===== config.mk =====
export PLATFORM = sky130hd
export DESIGN_NAME = http_request_field_splitter
export DESIGN_NICKNAME = d
export VERILOG_FILES = /design/src/hdl/hrfs_pkg.sv /design/src/hdl/http_request_field_splitter.sv /design/src/hdl/hrfs_step.sv /design/src/hdl/hrfs_outq.sv
export SDC_FILE = /design/constraint.sdc
export NUM_CORES = 1
export LEC_CHECK = 0
export BUFFER_PORTS_ARGS = -buffer_cell sky130_fd_sc_hd__buf_2
export CAP_MARGIN = 0
export CORE_ASPECT_RATIO = 0.5
export CORE_UTILIZATION = 45
export CTS_BUF_LIST = sky130_fd_sc_hd__clkbuf_4
export DETAILED_ROUTE_END_ITERATION = 6
export PLACE_DENSITY_LB_ADDON = 0.25
export SYNTH_ARGS = -nofsm -noshare
export SYNTH_HDL_FRONTEND = slang
export SYNTH_SLANG_ARGS = --single-unit

===== constraint.sdc =====
create_clock -name clk_i -period 5.9 [get_ports clk_i]
set_input_delay 0.59 -clock clk_i [delete_from_list [all_inputs] [get_ports clk_i]]
set_output_delay 0.59 -clock clk_i [all_outputs]
set_load 0.005 [all_outputs]

===== src/hdl/hrfs_pkg.sv =====
`timescale 1ns / 1ps
package hrfs_pkg;

  localparam int MaxRes = 4;

  // parse phase codes
  localparam logic [2:0] PH_IDLE      = 3'd0;
  localparam logic [2:0] PH_RL_WS     = 3'd1;
  localparam logic [2:0] PH_RL_TOK    = 3'd2;
  localparam logic [2:0] PH_HDR_START = 3'd3;
  localparam logic [2:0] PH_HDR_HELD  = 3'd4;
  localparam logic [2:0] PH_NAME      = 3'd5;
  localparam logic [2:0] PH_VALUE     = 3'd6;
  localparam logic [2:0] PH_DONE      = 3'd7;

  typedef enum logic [1:0] {
    EV_DATA    = 2'd0,
    EV_END     = 2'd1,
    EV_DROP    = 2'd2,
    EV_REQ_END = 2'd3
  } event_e;

  typedef enum logic [2:0] {
    FLD_METHOD  = 3'd0,
    FLD_PATH    = 3'd1,
    FLD_QUERY   = 3'd2,
    FLD_VERSION = 3'd3,
    FLD_HNAME   = 3'd4,
    FLD_HVALUE  = 3'd5
  } field_e;

  typedef struct packed {
    logic [2:0] phase;
    logic [1:0] tok;
    logic       query_seen;
    logic [7:0] held;
    logic [5:0] hdr_cnt;
    logic       ovf;
    logic       skip;
  } st_t;

  localparam st_t ST_RESET = '{
    phase: PH_IDLE, tok: 2'd0, query_seen: 1'b0, held: 8'd0,
    hdr_cnt: 6'd0, ovf: 1'b0, skip: 1'b0
  };

  typedef struct packed {
    event_e     ev;
    field_e     fld;
    logic [7:0] ch;
    logic [5:0] hidx;
    logic       ovf;
  } res_t;

  typedef struct packed {
    res_t [MaxRes-1:0] item;
    logic [2:0]        cnt;
  } res_list_t;

endpackage


===== src/hdl/http_request_field_splitter.sv =====
`timescale 1ns / 1ps
// path: input register, then result bank, which drives the output
// throughput: one byte per cycle while m_tready_i is high and each byte gives at most one
//   result; a byte that gives n results holds the result bank until all n are taken (n up to 4)
// reset: rst_ni asynchronous active low, clears parse state and both stage valids
module http_request_field_splitter #(
  parameter int MAX_HEADERS = 64
) (
  input  logic        clk_i,
  input  logic        rst_ni,
  input  logic        s_tvalid_i,
  output logic        s_tready_o,
  input  logic [7:0]  s_tdata_i,   // char_in[7:0]
  input  logic        s_tlast_i,   // end_of_text
  output logic        m_tvalid_o,
  input  logic        m_tready_i,
  output logic [15:0] m_tdata_o,   // char_out[7:0], header_index[13:8],
                                   // header_overflow[14], zero pad[15]
  output logic [4:0]  m_tuser_o,   // event_res[1:0], field[4:2]
  output logic        m_tlast_o    // final_of_run
);
  import hrfs_pkg::*;

  localparam int HdrLimit = (MAX_HEADERS > 64) ? 64 : MAX_HEADERS;

  logic       in_valid_q;
  logic [7:0] in_char_q;
  logic       in_eot_q;
  st_t        state_q, state_d;
  res_list_t  list;
  logic       bank_free, process;

  assign process    = in_valid_q && bank_free;
  assign s_tready_o = !in_valid_q || bank_free;

  hrfs_step #(.MAX_HEADERS(MAX_HEADERS)) u_step (
    .state_i (state_q),
    .char_i  (in_char_q),
    .eot_i   (in_eot_q),
    .state_o (state_d),
    .list_o  (list)
  );

  hrfs_outq u_outq (
    .clk_i      (clk_i),
    .rst_ni     (rst_ni),
    .load_i     (process),
    .list_i     (list),
    .free_o     (bank_free),
    .m_tvalid_o (m_tvalid_o),
    .m_tready_i (m_tready_i),
    .m_tdata_o  (m_tdata_o),
    .m_tuser_o  (m_tuser_o),
    .m_tlast_o  (m_tlast_o)
  );

  always_ff @(posedge clk_i or negedge rst_ni) begin
    if (!rst_ni) begin
      in_valid_q <= 1'b0;
      state_q    <= ST_RESET;
    end else begin
      if (s_tvalid_i && s_tready_o) begin
        in_valid_q <= 1'b1;
      end else if (process) begin
        in_valid_q <= 1'b0;
      end
      if (process) state_q <= state_d;
    end
  end

  // input payload register
  always_ff @(posedge clk_i) begin
    if (s_tvalid_i && s_tready_o) begin
      in_char_q <= s_tdata_i;
      in_eot_q  <= s_tlast_i;
    end
  end

`ifndef NO_ASSERTIONS
  a_eot_resets : assert property (@(posedge clk_i) disable iff (!rst_ni)
    process && in_eot_q |=> state_q.phase == PH_IDLE && state_q.hdr_cnt == 6'd0)
    else $error("parse state not cleared after end of text");

  a_ovf_sat : assert property (@(posedge clk_i) disable iff (!rst_ni)
    state_q.ovf |-> state_q.hdr_cnt == 6'(HdrLimit - 1))
    else $error("overflow set without saturated header index");

  a_req_end_last : assert property (@(posedge clk_i) disable iff (!rst_ni)
    m_tvalid_o && m_tuser_o[1:0] == EV_REQ_END |-> m_tlast_o)
    else $error("request end is not the final result of its byte");
`endif

endmodule


===== src/hdl/hrfs_step.sv =====
`timescale 1ns / 1ps
module hrfs_step #(
  parameter int MAX_HEADERS = 64
) (
  input  hrfs_pkg::st_t      state_i,
  input  logic [7:0]         char_i,
  input  logic               eot_i,
  output hrfs_pkg::st_t      state_o,
  output hrfs_pkg::res_list_t list_o
);
  import hrfs_pkg::*;

  localparam int HdrLimit = (MAX_HEADERS > 64) ? 64 : MAX_HEADERS;

  typedef struct packed {
    st_t       st;
    res_list_t lst;
  } ctx_t;

  function automatic logic is_ws(logic [7:0] c);
    return c == 8'h20 || c == 8'h09 || c == 8'h0d || c == 8'h0b || c == 8'h0c;
  endfunction

  function automatic ctx_t put(ctx_t x, event_e ev, field_e fld, logic [7:0] ch);
    ctx_t r;
    r = x;
    if (r.lst.cnt < 3'(MaxRes)) begin
      r.lst.item[r.lst.cnt[1:0]] = '{ev: ev, fld: fld, ch: ch, hidx: r.st.hdr_cnt,
                                     ovf: r.st.ovf};
      r.lst.cnt = r.lst.cnt + 3'd1;
    end
    return r;
  endfunction

  function automatic ctx_t tok_char(ctx_t x, logic [7:0] c);
    ctx_t r;
    r = x;
    case (r.st.tok)
      2'd0: r = put(r, EV_DATA, FLD_METHOD, c);
      2'd1: begin
        if (c == 8'h3f && !r.st.query_seen) begin
          r = put(r, EV_END, FLD_PATH, 8'd0);
          r.st.query_seen = 1'b1;
        end else begin
          r = put(r, EV_DATA, r.st.query_seen ? FLD_QUERY : FLD_PATH, c);
        end
      end
      2'd2: r = put(r, EV_DATA, FLD_VERSION, c);
      default: ;
    endcase
    return r;
  endfunction

  function automatic ctx_t tok_close(ctx_t x);
    ctx_t r;
    r = x;
    case (r.st.tok)
      2'd0: r = put(r, EV_END, FLD_METHOD, 8'd0);
      2'd1: r = put(r, EV_END, r.st.query_seen ? FLD_QUERY : FLD_PATH, 8'd0);
      2'd2: r = put(r, EV_END, FLD_VERSION, 8'd0);
      default: ;
    endcase
    return r;
  endfunction

  function automatic ctx_t line_char(ctx_t x, logic [7:0] c);
    ctx_t r;
    r = x;
    if (r.st.phase == PH_NAME) begin
      if (c == 8'h3a) begin
        r = put(r, EV_END, FLD_HNAME, 8'd0);
        r.st.phase = PH_VALUE;
        r.st.skip  = 1'b1;
      end else begin
        r = put(r, EV_DATA, FLD_HNAME, c);
      end
    end else if (r.st.skip) begin
      r.st.skip = 1'b0;
    end else begin
      r = put(r, EV_DATA, FLD_HVALUE, c);
    end
    return r;
  endfunction

  function automatic ctx_t header_done(ctx_t x);
    ctx_t r;
    r = x;
    r.st.skip = 1'b0;
    if ({1'b0, r.st.hdr_cnt} + 7'd1 < 7'(HdrLimit)) begin
      r.st.hdr_cnt = r.st.hdr_cnt + 6'd1;
    end else begin
      r.st.ovf = 1'b1;
    end
    return r;
  endfunction

  ctx_t c0, c1;
  logic lf;

  assign lf = (char_i == 8'h0a);

  always_comb begin
    c0     = '0;
    c0.st  = state_i;
    c1     = c0;
    unique case (state_i.phase)
      PH_IDLE: begin
        if (!lf) begin
          c1.st.tok        = 2'd0;
          c1.st.query_seen = 1'b0;
          if (is_ws(char_i)) begin
            c1.st.phase = PH_RL_WS;
          end else begin
            c1.st.phase = PH_RL_TOK;
            c1 = tok_char(c1, char_i);
          end
        end
      end
      PH_RL_WS: begin
        if (lf) begin
          c1.st.phase = PH_HDR_START;
        end else if (!is_ws(char_i)) begin
          c1.st.phase = PH_RL_TOK;
          c1 = tok_char(c1, char_i);
        end
      end
      PH_RL_TOK: begin
        if (lf) begin
          c1 = tok_close(c1);
          c1.st.phase = PH_HDR_START;
        end else if (is_ws(char_i)) begin
          c1 = tok_close(c1);
          if (c1.st.tok < 2'd3) c1.st.tok = c1.st.tok + 2'd1;
          c1.st.phase = PH_RL_WS;
        end else begin
          c1 = tok_char(c1, char_i);
        end
      end
      PH_HDR_START: begin
        if (!lf) begin
          c1.st.held  = char_i;
          c1.st.phase = PH_HDR_HELD;
        end
      end
      PH_HDR_HELD: begin
        if (lf) begin
          c1 = put(c1, EV_REQ_END, FLD_METHOD, 8'd0);
          c1.st.phase = PH_DONE;
        end else begin
          c1.st.phase = PH_NAME;
          c1.st.skip  = 1'b0;
          c1 = line_char(c1, state_i.held);
          c1 = line_char(c1, char_i);
        end
      end
      PH_NAME: begin
        if (lf) begin
          c1 = put(c1, EV_DROP, FLD_HNAME, 8'd0);
          c1.st.phase = PH_HDR_START;
        end else begin
          c1 = line_char(c1, char_i);
        end
      end
      PH_VALUE: begin
        if (lf) begin
          c1 = put(c1, EV_END, FLD_HVALUE, 8'd0);
          c1 = header_done(c1);
          c1.st.phase = PH_HDR_START;
        end else begin
          c1 = line_char(c1, char_i);
        end
      end
      default: ;
    endcase

    // close whatever field is open, end the request unless it already ended, then back to the reset state
    if (eot_i) begin
      case (c1.st.phase)
        PH_RL_TOK: c1 = tok_close(c1);
        PH_NAME:   c1 = put(c1, EV_DROP, FLD_HNAME, 8'd0);
        PH_VALUE: begin
          c1 = put(c1, EV_END, FLD_HVALUE, 8'd0);
          c1 = header_done(c1);
        end
        default: ;
      endcase
      if (c1.st.phase != PH_DONE) c1 = put(c1, EV_REQ_END, FLD_METHOD, 8'd0);
      c1.st = ST_RESET;
    end
  end

  assign state_o = c1.st;
  assign list_o  = c1.lst;

endmodule


===== src/hdl/hrfs_outq.sv =====
`timescale 1ns / 1ps
module hrfs_outq (
  input  logic                clk_i,
  input  logic                rst_ni,
  input  logic                load_i,
  input  hrfs_pkg::res_list_t list_i,
  output logic                free_o,
  output logic                m_tvalid_o,
  input  logic                m_tready_i,
  output logic [15:0]         m_tdata_o,  // char_out[7:0], header_index[13:8],
                                          // header_overflow[14], zero pad[15]
  output logic [4:0]          m_tuser_o,  // event_res[1:0], field[4:2]
  output logic                m_tlast_o   // final_of_run
);
  import hrfs_pkg::*;

  res_t [MaxRes-1:0] items_q;
  logic [2:0]        cnt_q;
  logic [1:0]        idx_q;
  res_t              cur;
  logic              last, take;

  assign cur        = items_q[idx_q];
  assign last       = (idx_q == 2'(cnt_q - 3'd1));
  assign m_tvalid_o = (cnt_q != 3'd0);
  assign take       = m_tvalid_o && m_tready_i;
  assign free_o     = !m_tvalid_o || (take && last);

  assign m_tdata_o = {1'b0, cur.ovf, cur.hidx, cur.ch};
  assign m_tuser_o = {cur.fld, cur.ev};
  assign m_tlast_o = last;

  always_ff @(posedge clk_i or negedge rst_ni) begin
    if (!rst_ni) begin
      cnt_q <= 3'd0;
      idx_q <= 2'd0;
    end else if (load_i) begin
      cnt_q <= list_i.cnt;
      idx_q <= 2'd0;
    end else if (take) begin
      if (last) begin
        cnt_q <= 3'd0;
        idx_q <= 2'd0;
      end else begin
        idx_q <= idx_q + 2'd1;
      end
    end
  end

  always_ff @(posedge clk_i) begin
    if (load_i) items_q <= list_i.item;
  end

endmodule

== Yosys cells after proc, flatten, opt, wreduce, memory -nomap -nowiden ==
Index checks and enable logic that the tools add are counted.
Storage, ports and cells
  output and inout bits: 24
  register bits after elaboration: 117
  input port bits: 13
  logic and storage cells: 184
Cells by class
  reduce and logical (&&, ||, !) cells: 25
  muxes and demuxes: 79
  add/subtract/negate cells: 10
  equality and inequality tests: 25
  order comparisons: 13
Operator list (count)
  2-to-1 mux 105 bit: 14
  2-to-1 mux 83 bit: 11
  bitwise mux 80 bit: 9
  one-hot mux 100 bit (3 select lines): 2
  one-hot mux 91 bit (6 select lines): 1
  2-to-1 mux 102 bit: 4
  one-hot mux 91 bit (3 select lines): 1
  one-hot mux 83 bit (3 select lines): 1
  2-to-1 mux 100 bit: 2
  demux 20 bit (select 2 bit): 3
  2-to-1 mux 104 bit: 1
  2-to-1 mux 20 bit: 4
  one-hot mux 22 bit (3 select lines): 1
  one-hot mux 8 bit (7 select lines): 1
  binary-select mux 20 bit (select 2 bit): 1
  == test 8 x 4 -> 1 bit (second input constant): 5
  == test 8 x 6 -> 1 bit (second input constant): 4
  2-to-1 mux 21 bit: 1
  one-hot mux 3 bit (7 select lines): 1
  == test 3 bit (second input constant): 6
  2-to-1 mux 18 bit: 1
  one-hot mux 3 bit (6 select lines): 1
  2-to-1 mux 3 bit: 5
  adder 6 x 1 -> 7 bit (second input constant): 2
  27 further kinds: 70

== Logic depth before layout (Yosys ltp) ==
Gate-level depths: netlist of the first run.
  depth in word-level cells: 32
  depth in mapped cells: 17
  gate-level depth less buffers: 14

== Modules after synthesis ==
Synthesis of the first run repeated with hierarchy kept, for this count alone.
Second synthesis, totals
  cell total of the unflattened synthesis: 665
  area total of the unflattened synthesis: 7343.3 µm²
By module, submodules not included
  hrfs_outq: times used 1, area each 3231.8 µm², cells each 139
  hrfs_step: times used 1, area each 2894.0 µm², cells each 465
  http_request_field_splitter: times used 1, area each 1217.4 µm², cells each 61

== Worst setup path before layout of the first run ==
OpenSTA, ideal clock, no wires.
  path kind: register to register
  from: register u_outq.cnt_q[0]
  to: register u_outq.cnt_q[2]
  period minus slack after synthesis: 4.023 ns
  buffers on the path: 2
  cell stages (with the launch flop): 12
  library setup time: 0.098 ns
  arrival: 3.925 ns
  path slack: 1.877 ns
  required time: 5.802 ns
  cell sequence: dfrtp_1 inv_1 ha_1 xnor2_1 nor2_1 a21oi_1 nand2b_1 clkbuf_1 inv_1 clkbuf_1 nand2_1 o31ai_1
On the way
  cells in the longest elaborated chain, start to end: 7
RTL lines
  from (decl): line hrfs_outq.sv:18  | logic [2:0] cnt_q;
  from (signal assigned): line hrfs_outq.sv:38  | cnt_q <= list_i.cnt;
  subtractor 2 x 1 -> 2 bit *: line hrfs_outq.sv:24  | assign last = (idx_q == 2'(cnt_q - 3'd1));
  == test 2 bit *: line hrfs_outq.sv:24
  net m_tlast_o: line http_request_field_splitter.sv:20  | output logic m_tlast_o
  logical AND 1 bit *: line hrfs_outq.sv:27  | assign free_o = !m_tvalid_o || (take && last);
  logical OR 1 bit *: line hrfs_outq.sv:27
  logical AND 1 bit *: line http_request_field_splitter.sv:33  | assign process = in_valid_q && bank_free;
  net process: line http_request_field_splitter.sv:31  | logic bank_free, process;
  nonzero test 2 bit (no line)
  AND reduction 2 bit (no line)
The timed path passes the listed nets; every way through them passes the cells marked *.
A chain may end at the register's enable or synchronous reset.

==> results of run 1 <==
==> registers in the layout, indices dropped and copies added (netlist names) <==
name and flops:
u_outq.items_q 64, state_q 22, in_char_q 8, u_outq.cnt_q 3
u_outq.idx_q 2, in_eot_q 1, in_valid_q 1
==> power groups by stage <==
stage	sequential [W]	combinational, W	clock [W]
final	0.00131	0.00159	0.000383
after detailed placement	0.00133	0.00156	0
after floorplan	0.00125	0.00113	0
after global routing	0.00134	0.00172	0.000415
after global placement	0.00132	0.00155	0
after CTS	0.00131	0.00157	0.000389
==> cells in the mapped netlist (all sizes together) (6+ instances only) <==
cell type	n	share of area, %
edfxtp	73	34
nand2	58	3.4
nor2	52	3.5
o21ai	34	2.7
a21oi	28	2.2
dfrtp	28	11
clkbuf	23	1.4
nor3	21	2.3
inv	18	1.1
a22o	16	2.2
and2	15	1.5
nand3	15	1.2
buf	14	1.5
mux4	12	4.2
ha	11	2.2
o22ai	11	1.1
a22oi	10	1.2
and3	10	0.98
nand4	10	0.98
mux2i	9	1.4
a221o	8	1.3
nor2b	8	0.78
nor4	8	1.5
a211oi	7	1.0
nand2b	7	0.69
xnor2	7	0.96
a31oi	6	0.59
o21a	6	0.71
o31ai	6	0.71
o32ai	6	0.82
==> cell usage in the layout, fill, tap and decap left out, types with 10 or more instances in the layout <==
| cell | n |
|---|---|
| and3_1 | 10 |
| ha_1 | 11 |
| o22ai_1 | 11 |
| and2_1 | 15 |
| a22oi_1 | 10 |
| buf_2 | 35 |
| inv_1 | 14 |
| clkbuf_4 | 11 |
| o21ai_0 | 31 |
| nor3_1 | 17 |
| nand2_1 | 58 |
| nor2_1 | 44 |
| mux4_2 | 12 |
| nand4_1 | 10 |
| a22o_1 | 16 |
| a21oi_1 | 28 |
| dfrtp_1 | 28 |
| edfxtp_1 | 73 |
| nand3_1 | 15 |
==> cell families (layout without fill, tap and decap cells) <==
logic type	after synthesis	after routing	share of synthesized area [%]
other	1	2	0.05876
AOI/OAI and AO/OA	179	179	20.45
muxes	24	24	6.175
adders and majority gates	13	13	2.470
DFF	101	101	45.32
and+or+nand+nor	232	232	20.58
buffers and inverters	56	77	3.979
xor gates and xnor gates	7	7	0.9606
==> metal layers <==
layer / global-route usage, % / wire, µm / vias up
li1: - / - / 2414
met1: 39.12 / 8426 / 2649
met2: 38.30 / 7822 / 269
met3: 4.338 / 1534 / 25
met4: 5.979 / 258 / 0
met5: 0 / 0 / -
==> final timing paths <==
| check | from | endpoint | slack (ns) | cells after the start |
|---|---|---|---|---|
| worst max-delay path | in_char_q[5] | u_outq.items_q[24] | 0.90 | 13 |
| worst max register to register | in_char_q[5] | u_outq.items_q[24] | 0.90 | 13 |
| worst min register to register | u_outq.cnt_q[2] | u_outq.cnt_q[2] | 0.52 | 2 |
| min in group clk_i | s_tdata_i[5] | in_char_q[5] | 0.28 | 1 |
| max in group asynchronous | rst_ni | state_q[15] | 5.23 | 1 |
| worst min-delay path | rst_ni | state_q[17] | 0.17 | 1 |
==> worst max-delay path, stage by stage, from the launching register on <==
cell and delay, ns:
edfxtp_1 0.70, nor4_2 0.53, nand2_1 0.42, nor3_1 0.49, or3_1 0.38, o211ai_1 0.30, nand2_1 0.28, xnor2_1 0.14
inv_1 0.11, ha_1 0.23, inv_1 0.10, o41ai_2 0.49, a21oi_1 0.21, a221o_1 0.38
==> per-stage QoR <==
step	setup WS (ns)	util, %	hold WS, ns	total power, W
2_1_floorplan	1.877	-	0.2944	0.002383
3_3_place_gp	1.353	48.67	0.4705	0.002868
3_5_place_dp	1.135	48.67	0.4820	0.002888
4_1_cts	1.096	49.70	0.1693	0.003267
5_1_grt	0.5538	49.72	0.1950	0.003476
6_report	0.8987	49.72	0.1650	0.003282
==> area by class of cell <==
class                           count  area (µm²)  share of cell area, %
Multi-Input combinational cell    456        3236                  47.50
Sequential cell                   101        2893                  42.47
Tap cell                          192       240.2                  3.527
Timing Repair Buffer               42       227.7                  3.343
Clock buffer                       11       82.58                  1.212
Inverter                           19       71.32                  1.047
Clock inverter                      5       58.81                 0.8633
Antenna cell                        1       2.502                0.03674
==> results.cfg, run 1 <==
[floorplan]
io_pins = 37
start_util_pct = 46.58
rows = 30
core_mm2 = 0.01370
dieArea_mm2 = 0.01469
chipWidth_um = 170.4
die_h_um = 86.21

[sta]
period_needed_ns = 5.001
hold_viol = 0
clock.fmax_mhz = 199.9
setup_tns_ns = 0
setup_viol_count_final = 0
final.period_utilization_pct = 84.77
slew_violations = 0
fin_worst_skew_ns = 0.02633
rsz0062_at_grt = false
tightest_slew_ns = 1.040
relSlewSlack_pct = 30.65

[layout]
nFillCells = 1278
final_cell_area_mm2 = 0.006812
nets = 653
drive_gt1_share_pct = 16.88
final-instance-count-excl-fill = 827
syn_to_final_growth_pct = 6.724

[critical_path]
cp_max_fo = 17
end_kind = flop
start_kind = flop
cp.required_ns = 6.13
worst-setup-path-type = flop to flop
cp_data_arrival_time_ns = 5.23

[run_status]
status = complete, no violations

[logic_synthesis]
synth_area_mm2 = 0.006382
synth_edf_count = 73
yosys_warnings = 0
synth_flop_cell = edfxtp_1
yosysSeqAreaShare_pct = 45.32
async_flop_share_pct = 27.72
yosysUniqueCellTypes = 84
mappedNetlistNets = 637
synth_cells = 613
synth_seq_cells = 101
syn_area_per_cell_um2 = 10.41

[drt]
viasPerCell = 6.478
drc = 0
first_pass_iters = 5
first_iter_violations = 533
routedWlPerCell_um = 21.81
ant_nets = 0
drt_wl_total_um = 18040
num_vias = 5357

[pwr]
power.internal_w = 0.001848
swShare_pct = 43.69
p_leak_nw = 2.464
pwr-share-seq_pct = 40.0
pwr-share-comb_pct = 48.3
p_sw_w = 0.001434
power_density_mw_per_mm2 = 481.9
clkPwrFrac_pct = 11.7
ir_worst_vdd_uv = 230.5

[clock_tree]
cts_tree = built
hold_buffers = 0
insertion_delay_ns = 0.47
cts_num_sinks = 101
cts_root_buffer = clkbuf_4
postCtsSetupRepairBufs = 0
clk_pin_slew_ns = 0.18
cts-resized-gates = 0
htreeDepth = 3
cts_buffer_depth = 2
cts-buffers-inserted = 9

[place]
placed_area_mm2 = 0.006668
dp_hpwl_um = 13130
portBuffers = 35
placed_cells = 810
finalWeightedCongestion = 0.9958

[global_routing]
grtUsageTotal_pct = 25.75
grt_overflow = 0
grt_pass1_vias = 4828
antenna_found_initial = 1
grt_max_degree = 45
grt_pass1_wl_um = 28390

[flow_run]
cap_violations = 0

[min_path]
worstHoldPathType = primary input to async pin
(Power assumes the default switching activity.)
==> run 2, diff against run 1 <==
clock period = 4.3 ns   (was 5.9 ns; I/O delays follow)
==> results.cfg, run 2 (synthesized netlist as in run 1, its figures left out) <==
[run_status]
status = complete, no violations

[sta]
setup_tns_ns = 0
period_needed_ns = 4.126
fin_worst_skew_ns = 0.02805
slew_violations = 0
setup_slack_ns = 0.1737
relSlewSlack_pct = 36.27
final.period_utilization_pct = 95.96
tightest_slew_ns = 0.9439
clock.fmax_mhz = 242.4
hold_viol = 0
setup_viol_count_final = 0
rsz0062_at_grt = false

[layout]
final-instance-count-excl-fill = 864
largest_reg_flops = 64
drive_gt1_share_pct = 21.43
layout_common_cells = 73 x edfxtp_1, 58 x nand2_1, 44 x nor2_1, 44 x buf_4, 35 x buf_2
syn_to_final_growth_pct = 11.45
nets = 691
top_register = u_outq.items_q
utilization_pct = 51.92
final_common_cell = edfxtp_1
reg_top3 = u_outq.items_q x64, state_q x22, in_char_q x8
insertedDiodeCount = 0

[place]
finalWeightedCongestion = 0.9637
preCtsSetupSlack_ns = 0.2639
dp_hpwl_um = 13410
placed_cells = 845
portBuffers = 35

[floorplan]
dieArea_mm2 = 0.01469
io_pins = 37
core_mm2 = 0.01370
start_util_pct = 46.58
rows = 30
chipWidth_um = 170.4
die_h_um = 86.21

[global_routing]
grt_pass1_vias = 5050
top_usage_layer = met2
use_met3_pct = 5.388
grt_max_degree = 74
grt_use_met2_pct = 39.12
gr-usage-met1_pct = 36.85
grtUsageTotal_pct = 25.51
antenna_found_initial = 1
grt_pass1_wl_um = 28210
grt_overflow = 0

[pwr]
p_leak_nw = 2.661
ir_worst_vdd_uv = 307.6
p_total_w = 0.004642
power_density_mw_per_mm2 = 652.5

[critical_path]
end_kind = flop
cp_data_arrival_time_ns = 4.37
start_kind = flop
cp.required_ns = 4.55
worst-setup-path-type = flop to flop
cp_max_fo = 9

[clock_tree]
cts_buffer_depth = 2
cts_tree = built
cts-buffers-inserted = 9
cts_num_sinks = 101
cts_root_buffer = clkbuf_4
insertion_delay_ns = 0.49
htreeDepth = 3
clk_pin_slew_ns = 0.16

[flow_run]
cap_violations = 0

[drt]
drt_wl_total_um = 18070
first_iter_violations = 519
ant_nets = 0
num_vias = 5490
viasPerCell = 6.354
routedWlPerCell_um = 20.91
drc = 0
first_pass_iters = 6

[min_path]
worstHoldPathType = primary input to flop
[run 2: cell count changes in the layout (fill, tap and decap cells not counted), sizes merged]
cell	before	now
diode	1	0
dlygate4sd3	0	1
buf	42	79
clkbuf	11	9
clkinv	2	6
clkinvlp	2	0
[run 2: worst paths after layout]
| kind | cells past startpoint | slack (ns) | endpoint | startpoint |
|---|---|---|---|---|
| worst max-delay path | 15 | 0.17 | u_outq.items_q[31] | in_char_q[3] |
| worst min-delay path | 1 | 0.11 | in_eot_q | s_tlast_i |
| worst max register to register | 15 | 0.17 | u_outq.items_q[31] | in_char_q[3] |
| worst min register to register | 2 | 0.52 | u_outq.cnt_q[2] | u_outq.cnt_q[2] |
| max in group asynchronous | 2 | 3.29 | state_q[8] | rst_ni |
| min in group asynchronous | 2 | 0.50 | state_q[7] | rst_ni |
[run 2: final cells by class]
class | instances | area (µm²)
Clock buffer | 9 | 67.56
Clock inverter | 7 | 85.08
Fill cell | 1262 | 6588
Inverter | 19 | 71.32
Multi-Input combinational cell | 456 | 3241
Sequential cell | 101 | 2893
Tap cell | 192 | 240.2
Timing Repair Buffer | 80 | 515.5
[run 2: report_power, final]
part / total (W) / switching [W] / internal (W)
logic: 0.00236 / 0.00148 / 0.000884
registers: 0.00174 / 0.000164 / 0.00158
clock network: 0.000539 / 0.000353 / 0.000186
[run 2: metrics by stage]
| stage | area, µm² | hold WS (ns) |
|---|---|---|
| 2_1_floorplan | 6382 | 0.1344 |
| 3_3_place_gp | 6930 | 0.4818 |
| 3_5_place_dp | 6930 | 0.4795 |
| 4_1_cts | 7093 | 0.09308 |
| 5_1_grt | 7113 | 0.1006 |
| 6_report | 7113 | 0.1149 |
[run 2: critical path, stage by stage (launching register included)]
cell	delay, ns
edfxtp_1	0.55
or4b_4	0.54
o211a_1	0.29
nor2_1	0.29
o21ai_0	0.25
o211ai_1	0.28
nand2_1	0.12
xnor2_1	0.19
inv_1	0.11
ha_1	0.17
inv_1	0.09
o41ai_2	0.43
buf_4	0.19
a211oi_1	0.07
buf_4	0.18
and2_1	0.15
[run 2: what timing repair did]
item,CTS,global route
endpoints found under the hold margin,8,0
hold buffers,1,0
setup buffers,0,2
gates resized for setup,0,1
endpoints found under the setup margin,0,3
[run 2: per-layer routing]
layer,vias to the layer above,wire length [µm],part of all wire [%]
li1,2483,-,-
met1,2695,8412,47
met2,274,7914,44
met3,36,1421,7.9
met4,2,306,1.7
met5,-,13,0.072
==> run 3, diff against run 2 <==
CORE_MARGIN = 2   (was default)
==> results.cfg, run 3 (synthesized netlist as in run 1, its figures left out) <==
[floorplan]
io_pins = 37
rows = 30
core_mm2 = 0.01370
chipWidth_um = 172.4
dieArea_mm2 = 0.01521
start_util_pct = 46.58
die_h_um = 88.21

[clock_tree]
cts-buffers-inserted = 9
insertion_delay_ns = 0.52
cts_num_sinks = 101
htreeDepth = 3
clk_pin_slew_ns = 0.20
cts_tree = built
cts_buffer_depth = 2
cts_root_buffer = clkbuf_4

[drt]
drt_wl_total_um = 18410
first_pass_iters = 7
routedWlPerCell_um = 21.23
wl_met3_um = 1649
wl_met2_um = 7950
highest_layer = met4
met1_length_um = 8507
num_vias = 5421
ant_nets = 0
first_iter_violations = 577
viasPerCell = 6.253
drc = 0

[layout]
top_register = u_outq.items_q
final_cell_area_mm2 = 0.007128
reg_top3 = u_outq.items_q x64, state_q x22, in_char_q x8
nets = 694
utilization_pct = 52.03
largest_reg_flops = 64
drive_gt1_share_pct = 21.78
final-instance-count-excl-fill = 867
final_common_cell = edfxtp_1
syn_to_final_growth_pct = 11.68
insertedDiodeCount = 0
layout_common_cells = 73 x edfxtp_1, 58 x nand2_1, 47 x buf_4, 44 x nor2_1, 35 x buf_2

[pwr]
power_density_mw_per_mm2 = 647.4
p_total_w = 0.004614
p_leak_nw = 2.663
ir_worst_vdd_uv = 298.0

[critical_path]
end_kind = flop
cp_data_arrival_time_ns = 4.38
cp.required_ns = 4.56
r2r_start = in_char_q[2]
rr_worst_depth = 13
cp_max_fo = 10
r2r-end = u_outq.items_q[24]
regToRegSetupSlack_ns = 0.18
start_kind = flop
crit_start = in_char_q[2]
worst-setup-path-type = flop to flop
worstSetupEndpoint = u_outq.items_q[24]

[sta]
setup_tns_ns = 0
slew_violations = 0
setup_viol_count_final = 0
clock.fmax_mhz = 242.6
relSlewSlack_pct = 31.91
final.period_utilization_pct = 95.85
hold_viol = 0
rsz0062_at_grt = false
tightest_slew_ns = 1.017
period_needed_ns = 4.121
fin_worst_skew_ns = 0.03895

[global_routing]
grtUsageTotal_pct = 25.22
grt_overflow = 0
grt_max_degree = 38
grt_pass1_vias = 5022
antenna_found_initial = 0
grt_pass1_wl_um = 28390

[place]
placed_cells = 850
portBuffers = 35
dp_hpwl_um = 13690
placed_area_mm2 = 0.006968
finalWeightedCongestion = 1.037

[min_path]
worstHoldStart = s_tdata_i[0]
worstHoldPathType = primary input to flop

[run_status]
status = complete, no violations

[flow_run]
cap_violations = 0
[run 3: worst min-delay path by stage]
stage | slack [ns] | to | depth (start not counted)
5_1_grt | 0.06 | in_char_q[7] | 1
3_5_place_dp | 0.48 | u_outq.cnt_q[2] | 2
6_report | 0.07 | in_char_q[0] | 1
3_3_place_gp | 0.49 | u_outq.cnt_q[2] | 2
2_1_floorplan | 0.13 | in_valid_q | 0
4_1_cts | 0.06 | in_char_q[0] | 1
[run 3: layer usage]
metal	GRT usage, %	vias to the layer above
li1	-	2492
met1	35.96	2656
met2	38.47	243
met3	6.485	30
met4	6.952	0
met5	0	-
[run 3: layout make-up]
| cell class | instances | area (µm²) |
|---|---|---|
| multi-input cells | 456 | 3263 |
| inverters | 19 | 71.32 |
| clock buffers | 10 | 75.07 |
| repair buffers | 83 | 538.0 |
| fillers | 1274 | 6573 |
| well taps | 192 | 240.2 |
| clock inverters | 6 | 47.55 |
| flip-flops and latches | 101 | 2893 |
[run 3: per-stage QoR]
stage	hold WS, ns	setup slack, ns
after floorplan	0.1344	0.2769
after global placement	0.4858	0.3222
after detailed placement	0.4821	0.2197
after CTS	0.05846	0.1803
after global routing	0.05618	0.004565
final	0.06837	0.1786
[run 3: worst max-delay path, cell delays in order, from the launching register on]
cell and delay (ns):
edfxtp_1 0.57, or4b_4 0.58, o211ai_2 0.22, o41ai_2 0.18, or3_1 0.47, o211ai_1 0.17
nand2_1 0.12, xnor2_1 0.17, inv_1 0.10, ha_1 0.17, inv_1 0.10, o41ai_4 0.48
a21oi_1 0.20, a221o_1 0.39
[run 3: timing repair]
action | 4_1_cts | 5_1_grt
buffers inserted | 0 | 0
hold buffers | 1 | 0
endpoints found under the hold margin | 8 | 0
gates resized for setup | 0 | 3
setup endpoints to repair | 0 | 6
[run 3: where the power goes]
group	switching (W)	leakage [nW]	internal [W]	total [W]
Sequential	0.000162	1.10	0.00157	0.00174
Combinational	0.00149	1.50	0.000905	0.00240
Clock	0.000352	0.0626	0.000131	0.000483
